<file path="src/sv/sorted_list_insert_delete_core_assert.svh">
// ----------------------------------------------------------------------------
// Assertion macros for the sorted list core
// Immediate-looking wrappers around concurrent properties on clk / rst_n.
// ----------------------------------------------------------------------------
`ifndef SORTED_LIST_INSERT_DELETE_CORE_ASSERT_SVH
`define SORTED_LIST_INSERT_DELETE_CORE_ASSERT_SVH

`ifndef SYNTHESIS
// check cond on every edge outside reset
`define SLI_ASSERT_ALWAYS(lbl, cond, msg) \
  lbl: assert property (@(posedge clk) disable iff (!rst_n) (cond)) else $error(msg);
// check post in the cycle after pre
`define SLI_ASSERT_NEXT(lbl, pre, post, msg) \
  lbl: assert property (@(posedge clk) disable iff (!rst_n) (pre) |=> (post)) else $error(msg);
`else
`define SLI_ASSERT_ALWAYS(lbl, cond, msg)
`define SLI_ASSERT_NEXT(lbl, pre, post, msg)
`endif

`endif

</file>
<file path="src/sv/sli_pkg.sv">
// ----------------------------------------------------------------------------
// sli_pkg
// Shared types and codes of the sorted list core.
// ----------------------------------------------------------------------------
package sli_pkg;

  localparam int unsigned VAL_W = 32;

  typedef enum logic {
    CMD_INSERT = 1'b0,
    CMD_DELETE = 1'b1
  } cmd_t;

  typedef enum logic [1:0] {
    ST_DONE      = 2'd0,
    ST_FULL      = 2'd1,
    ST_NOT_FOUND = 2'd2
  } status_t;

  // broadcast from the controller to every cell
  typedef struct packed {
    logic             ins_en;
    logic             del_en;
    logic [VAL_W-1:0] value;
  } cell_ctl_t;

endpackage

</file>
<file path="src/sv/sli_cell.sv">
// ----------------------------------------------------------------------------
// sli_cell
// One slot of the sorted row: compares against the broadcast value and takes
// it, its own, the left or the right neighbor's value on an update.
// ----------------------------------------------------------------------------
module sli_cell
  import sli_pkg::*;
(
  input  logic             clk,
  input  cell_ctl_t        ctl,
  input  logic             valid,
  input  logic [VAL_W-1:0] left_val,
  input  logic             left_lt,
  input  logic [VAL_W-1:0] right_val,
  output logic [VAL_W-1:0] val,
  output logic             lt,
  output logic             eq
);

  logic [VAL_W-1:0] val_r;
  logic [VAL_W-1:0] val_nxt;

  assign lt  = valid && ($signed(val_r) < $signed(ctl.value));
  assign eq  = valid && (val_r == ctl.value);
  assign val = val_r;

  always_comb begin
    val_nxt = val_r;
    if (ctl.ins_en && !lt) begin
      // first slot not below the new value takes it, the rest shift right
      val_nxt = left_lt ? ctl.value : left_val;
    end else if (ctl.del_en && !lt) begin
      val_nxt = right_val;
    end
  end

  always_ff @(posedge clk) begin
    val_r <= val_nxt;
  end

endmodule

</file>
<file path="src/sv/sorted_list_insert_delete_core.sv">
// ----------------------------------------------------------------------------
// sorted_list_insert_delete_core
// Bounded multiset of signed values kept in ascending order in a row of cells.
// ----------------------------------------------------------------------------
//  channel | dir | tdata                          | tuser
//  in_     | in  | value[31:0]                    | command
//  out_    | out | status, entry_count,           | -
//          |     | smallest_value, list_empty     |
//
// One item per cycle unless a result waits untaken: every cell compares
// against the broadcast value in parallel and the whole row shifts at the
// accepting edge; the not-found check is an OR over the per-cell match bits.
// The result is ready the cycle after the item is taken and held until taken.
// A new item is taken at the same edge as the pending result.
// Reset clears count, out_tvalid and status; cells stay undefined until used.
// ----------------------------------------------------------------------------
`include "sorted_list_insert_delete_core_assert.svh"

module sorted_list_insert_delete_core
  import sli_pkg::*;
#(
  parameter int unsigned CAPACITY = 16
) (
  input  logic        clk,
  input  logic        rst_n,
  input  logic        in_tvalid,
  output logic        in_tready,
  input  logic [31:0] in_tdata,   // [31:0] value
  input  logic        in_tuser,   // [0] command
  output logic        out_tvalid,
  input  logic        out_tready,
  output logic [39:0] out_tdata   // [1:0] status, [6:2] entry_count,
                                  // [38:7] smallest_value, [39] list_empty
);

  localparam int unsigned CW = $clog2(CAPACITY + 1);
  localparam int unsigned XW = (CW > 5) ? CW : 5;

  logic [CW-1:0]    count_r;
  logic [CW-1:0]    count_nxt;
  logic             out_valid_r;
  logic             out_valid_nxt;
  status_t          status_r;
  status_t          status_nxt;

  logic             acc;
  logic             is_insert;
  logic             full;
  logic             found;
  cell_ctl_t        ctl;
  logic [CAPACITY-1:0] valid_v;
  logic [CAPACITY-1:0] lt_v;
  logic [CAPACITY-1:0] eq_v;
  logic [VAL_W-1:0] cell_val [CAPACITY];
  logic [XW-1:0]    count_x;

  assign in_tready = !out_valid_r || out_tready;
  assign acc       = in_tvalid && in_tready;
  assign is_insert = (in_tuser == CMD_INSERT);
  assign full      = (count_r == CW'(CAPACITY));
  assign found     = |eq_v;

  assign ctl.value  = in_tdata;
  assign ctl.ins_en = acc && is_insert && !full;
  assign ctl.del_en = acc && !is_insert && found;

  genvar g;
  generate
    for (g = 0; g < CAPACITY; g++) begin : g_cell
      logic [VAL_W-1:0] lv;
      logic             llt;
      logic [VAL_W-1:0] rv;

      assign valid_v[g] = (CW'(g) < count_r);

      if (g == 0) begin : g_first
        assign lv  = in_tdata;
        assign llt = 1'b0;
      end else begin : g_mid
        assign lv  = cell_val[g-1];
        assign llt = lt_v[g-1];
      end

      if (g == CAPACITY - 1) begin : g_last
        assign rv = cell_val[g];
      end else begin : g_body
        assign rv = cell_val[g+1];
      end

      sli_cell u_cell (
        .clk       (clk),
        .ctl       (ctl),
        .valid     (valid_v[g]),
        .left_val  (lv),
        .left_lt   (llt),
        .right_val (rv),
        .val       (cell_val[g]),
        .lt        (lt_v[g]),
        .eq        (eq_v[g])
      );
    end
  endgenerate

  always_comb begin
    count_nxt     = count_r;
    status_nxt    = status_r;
    out_valid_nxt = out_valid_r;
    if (out_tready) begin
      out_valid_nxt = 1'b0;
    end
    if (acc) begin
      out_valid_nxt = 1'b1;
      if (is_insert) begin
        if (full) begin
          status_nxt = ST_FULL;
        end else begin
          status_nxt = ST_DONE;
          count_nxt  = count_r + 1'b1;
        end
      end else begin
        if (found) begin
          status_nxt = ST_DONE;
          count_nxt  = count_r - 1'b1;
        end else begin
          status_nxt = ST_NOT_FOUND;
        end
      end
    end
  end

  always_ff @(posedge clk) begin
    if (!rst_n) begin
      count_r     <= '0;
      out_valid_r <= 1'b0;
      status_r    <= ST_DONE;
    end else begin
      count_r     <= count_nxt;
      out_valid_r <= out_valid_nxt;
      status_r    <= status_nxt;
    end
  end

  // state only moves when no result waits or it leaves, so read it straight out
  assign count_x           = XW'(count_r);
  assign out_tvalid        = out_valid_r;
  assign out_tdata[1:0]    = status_r;
  assign out_tdata[6:2]    = count_x[4:0];
  assign out_tdata[38:7]   = (count_r == '0) ? '0 : cell_val[0];
  assign out_tdata[39]     = (count_r == '0);

  `SLI_ASSERT_ALWAYS(a_count_bound, count_r <= CW'(CAPACITY), "entry count above capacity")
  `SLI_ASSERT_NEXT(a_full_reject, acc && is_insert && full,
                   status_r == ST_FULL && $stable(count_r), "insert into full list changed state")
  `SLI_ASSERT_NEXT(a_ins_count, ctl.ins_en, count_r == $past(count_r) + 1'b1,
                   "insert did not advance count")
  `SLI_ASSERT_ALWAYS(a_head_sorted,
                     count_r < CW'(2) || $signed(cell_val[0]) <= $signed(cell_val[1]),
                     "first two entries out of order")

endmodule
</file>
<file path="config.mk">
export PLATFORM = sky130hd
export DESIGN_NAME = sorted_list_insert_delete_core
export DESIGN_NICKNAME = d
export VERILOG_FILES = /design/src/sv/sli_pkg.sv /design/src/sv/sli_cell.sv /design/src/sv/sorted_list_insert_delete_core.sv
export VERILOG_INCLUDE_DIRS = /design/src /design/src/sv
export SDC_FILE = /design/constraint.sdc
export NUM_CORES = 2
export LEC_CHECK = 0
export BUFFER_PORTS_ARGS = -buffer_cell sky130_fd_sc_hd__buf_4
export CORE_MARGIN = 8
export CORE_UTILIZATION = 65
export DETAILED_ROUTE_END_ITERATION = 10
export GPL_TIMING_DRIVEN = 0
export HOLD_SLACK_MARGIN = 0.1
export PLACE_DENSITY = 0.82
export SLEW_MARGIN = 25
export SYNTH_ARGS = -nofsm -noshare
export SYNTH_HDL_FRONTEND = slang
export SYNTH_SLANG_ARGS = --single-unit
</file>
<file path="constraint.sdc">
create_clock -name clk -period 10.45 [get_ports clk]
set_input_delay 1.045 -clock clk [delete_from_list [all_inputs] [get_ports clk]]
set_output_delay 1.045 -clock clk [all_outputs]
set_load 0.01 [all_outputs]
</file>
==> results.env <==
BOUNDARYPINS=79
POST-DP-HPWL_UM=98490
GRT_ANTENNA_BEFORE_REPAIR=8
MAXCAPVIOLCOUNT=0
CTS_HOLD_BUFFERS=0
WORST-ENDPOINT-ARRIVAL_PS=7390
ACHIEVABLE-FREQUENCY_MHz=142.1
FLOORPLAN.INITIALDENSITY_PCT=65.32
HOLD_PATH.CLASS='reg -> reg'
CP.REQUIRED_PS=10800
WORSTSETUPPATHTYPE='in -> reg'
IO_BUFFERS=45
DRV_SLEW=0
WORST_SLACK_PS=3412
POWER_DENSITY_OVER_THE_CELLS_nW_PER_UM2=148.3
MIN_DELAY_PATH_DEPTH=2
STD_CELL_ROWS=89
MOSTFREQUENTLAYOUTCELL='sky130_fd_sc_hd__ha_1'
CTS-ROOT-BUF='sky130_fd_sc_hd__clkbuf_16'
DETAIL_ROUTE.FIRST_PASS.ITERATIONS=8
DESIGN.FINAL.NETS=4409
SYNTH-MAIN-FF-CELL='sky130_fd_sc_hd__edfxtp_1'
RUN_STATUS='completed'
AREA_DELTA_SYNTH_FINAL_PCT=9.722
FINAL_CELL_AREA_UM2=41980
TIMING.CLOCK.SKEW_PS=16.50
GRTUSAGEMET1_PCT=48.73
REPORT.FINAL.SETUP_VIOL=0
CLK_LATENCY_PS=640
CTS_TREE='yes'
BUSIEST_LAYER='met2'
CRITICAL_PATH.STARTPOINT_TYPE='primary input'
CLK_PIN_SLEW_PS=60
ROUTE.VIAS.TOTAL=32870
CORE_AREA_UM2=58570
YOSYS.CELL_TYPES.COUNT=76
FIRST_PASS_GRT_WIRE_LENGTH_UM=188700
TIMING.SETUP.TNS_PS=0
GR-USAGE-ALL-LAYERS_PCT=36.28
FINAL.FILL_COUNT=4408
ASYNC_RESET_FF_SHARE_PCT=0
POST_CTS_RESIZED=0
GR-USAGE-MET2_PCT=54.93
YOSYSSEQAREASHARE_PCT=40.60
SYNTH-EDFF-COUNT=512
CLOCK_TREE.HTREE_LEVEL_COUNT=2
SYNTHESIS.AREA_UM2=38260
REG2REG_SETUP_SLACK_PS=5310
SYNTHESIS.YOSYS.WARNINGS=0
CRIT_PATH_MAX_FANOUT=16
PLACEMENT.SETUP.WORST_SLACK_PS=3138
GLOBALPLACE.CONGESTION=0.9762
YS_SEQ_ELEMENTS=520
ROUTE.DETAILED.VIAS_PER_INST=7.018
CLKSINKCOUNT=520
FINALCRITPERIODSHARE_PCT=67.35
DETAIL-ROUTE-ANTENNA-NETS=0
POST-CTS-SETUP-BUFFERS=0
SLEW_HEADROOM_PCT=13.17
DRIVE_ABOVE_1_SHARE_PCT=8.632
AVGSYNTHCELLAREA_UM2=10.26
DIE_SPAN_IN_Y_UM=258.6
DIE_WIDTH_UM=258.6
CRIT_PATH_END_KIND='register'
MIN_CYCLE_TIME_LAYOUT_PS=7038
DRT_ITER0_MARKERS=4279
SYNTHESIS.NETS=4284
GRT_MAX_DEGREE=33
CLOCK_PATH_BUFFERS=3
DETAIL_ROUTE.DRC_VIOLATIONS=0
SYNTHCELLS=3731
FINALWIRELENGTH_UM=125900
FINALHOLDVIOLCOUNT=0
MOST_USED_CELLS_IN_THE_LAYOUT_EXCLUDING_FILL_AND_TAP_CELLS='sky130_fd_sc_hd__ha_1, sky130_fd_sc_hd__edfxtp_1, sky130_fd_sc_hd__a21oi_1'
CTS_BUFFERS=58
UNREPAIRED_SETUP_ENDPOINTS_AFTER_GLOBAL_ROUTING='no'
P_LEAK_uW=0.01771
WORST_VDD_DROP_mV=0.1293
DIE_AREA_UM2=66880
WORST-R2R-CELL-COUNT=9
GR-TOTAL-OVERFLOW=0
POSTPLACECELLAREA_UM2=39980
ROUTED_LENGTH_PER_INSTANCE_UM=26.87
GLOBAL_ROUTE.USAGE.MET3_PCT=8.510
WORST_PIN_SLEW_PS=1291
FIRST_GLOBAL_VIAS=31940
-- worst paths after layout --
check                            from                      end
max                      in_tdata[31]  g_cell[9].u_cell.val[1]
min                        out_tvalid               out_tvalid
max reg2reg  g_cell[9].u_cell.val[31]  g_cell[9].u_cell.val[1]
min reg2reg                out_tvalid               out_tvalid
-- power by group --
part | leakage (µW) | internal [µW] | switching (µW) | total [µW]
registers | 0.00482 | 2490 | 127 | 2620
logic | 0.0119 | 514 | 910 | 1420
clock network | 0.000965 | 1270 | 911 | 2190
-- stage by stage --
stage	utilization, %	std cells	power [µW]	hold slack [ps]
2_1_floorplan	-	3731	3533	539.4
3_3_place_gp	67.55	4549	3933	527.0
3_5_place_dp	68.25	4569	4010	555.3
4_1_cts	71.60	4677	6156	564.4
5_1_grt	71.65	4678	6406	594.0
6_report	71.67	4684	6226	554.5
-- cell families (layout without fill, tap and decap cells) --
group / Yosys count / in the layout / synth area share (%)
AO/OA/AOI/OAI: 1034 / 1034 / 15.24
buffers and inverters: 309 / 482 / 3.430
other: 0 / 7 / 0
adder cells (fa/ha/maj): 516 / 516 / 16.87
multiplexers: 489 / 489 / 13.01
flip-flops: 520 / 520 / 40.60
AND/OR/NAND/NOR: 859 / 859 / 10.75
XOR/XNOR: 4 / 4 / 0.09158
-- final cells by class --
type | instances | area, µm² | area share [%]
antenna | 7 | 17.52 | 0.04173
multi-input combinational | 2902 | 21520 | 51.26
tap | 773 | 967.2 | 2.304
buffer | 241 | 1057 | 2.518
sequential | 520 | 15530 | 37.00
inverter | 68 | 255.2 | 0.6080
clock inverter | 26 | 297.8 | 0.7093
timing repair buffer | 65 | 666.9 | 1.589
clock buffer | 82 | 1665 | 3.967
-- metal layers --
metal | part of all wire (%) | vias up | wire length, µm
met5 | 0.034 | - | 43
met4 | 5.3 | 6 | 6636
met3 | 13 | 387 | 15930
met2 | 43 | 2355 | 54690
met1 | 39 | 15610 | 48550
li1 | - | 14510 | -
-- critical path, stage by stage --
cell and delay (ps):
sky130_fd_sc_hd__clkbuf_1 520, sky130_fd_sc_hd__clkbuf_1 620, sky130_fd_sc_hd__inv_1 600, sky130_fd_sc_hd__ha_1 660
sky130_fd_sc_hd__nand4_1 300, sky130_fd_sc_hd__nor4_1 1150, sky130_fd_sc_hd__o311ai_0 680, sky130_fd_sc_hd__a31o_2 410
sky130_fd_sc_hd__a21boi_1 360, sky130_fd_sc_hd__nand2b_1 370, sky130_fd_sc_hd__clkbuf_1 430, sky130_fd_sc_hd__o21ai_0 210
-- state kept, by name (all words and copies together) (netlist names) --
name,flops
out_tvalid,1
count_r,5
status_r,2
g_cell.u_cell.val,512
-- Yosys cell counts (all sizes together) (20+ instances only) --
master  number  area share [%]
nor2b       56            0.92
edfxtp     512              40
nor2       140             1.4
nand4      122             2.0
mux2        67             2.0
o211ai      20            0.39
inv         68            0.67
nand2      361             3.6
nor3        33            0.49
buf         59            0.98
o21ai      313             4.1
nand3       64            0.84
nor4        25            0.43
a21oi      527             7.2
mux2i      422              11
clkbuf     182             1.8
ha         516              17
a31oi       38            0.62
a21o        38            0.75
(Power assumes the default switching activity.)
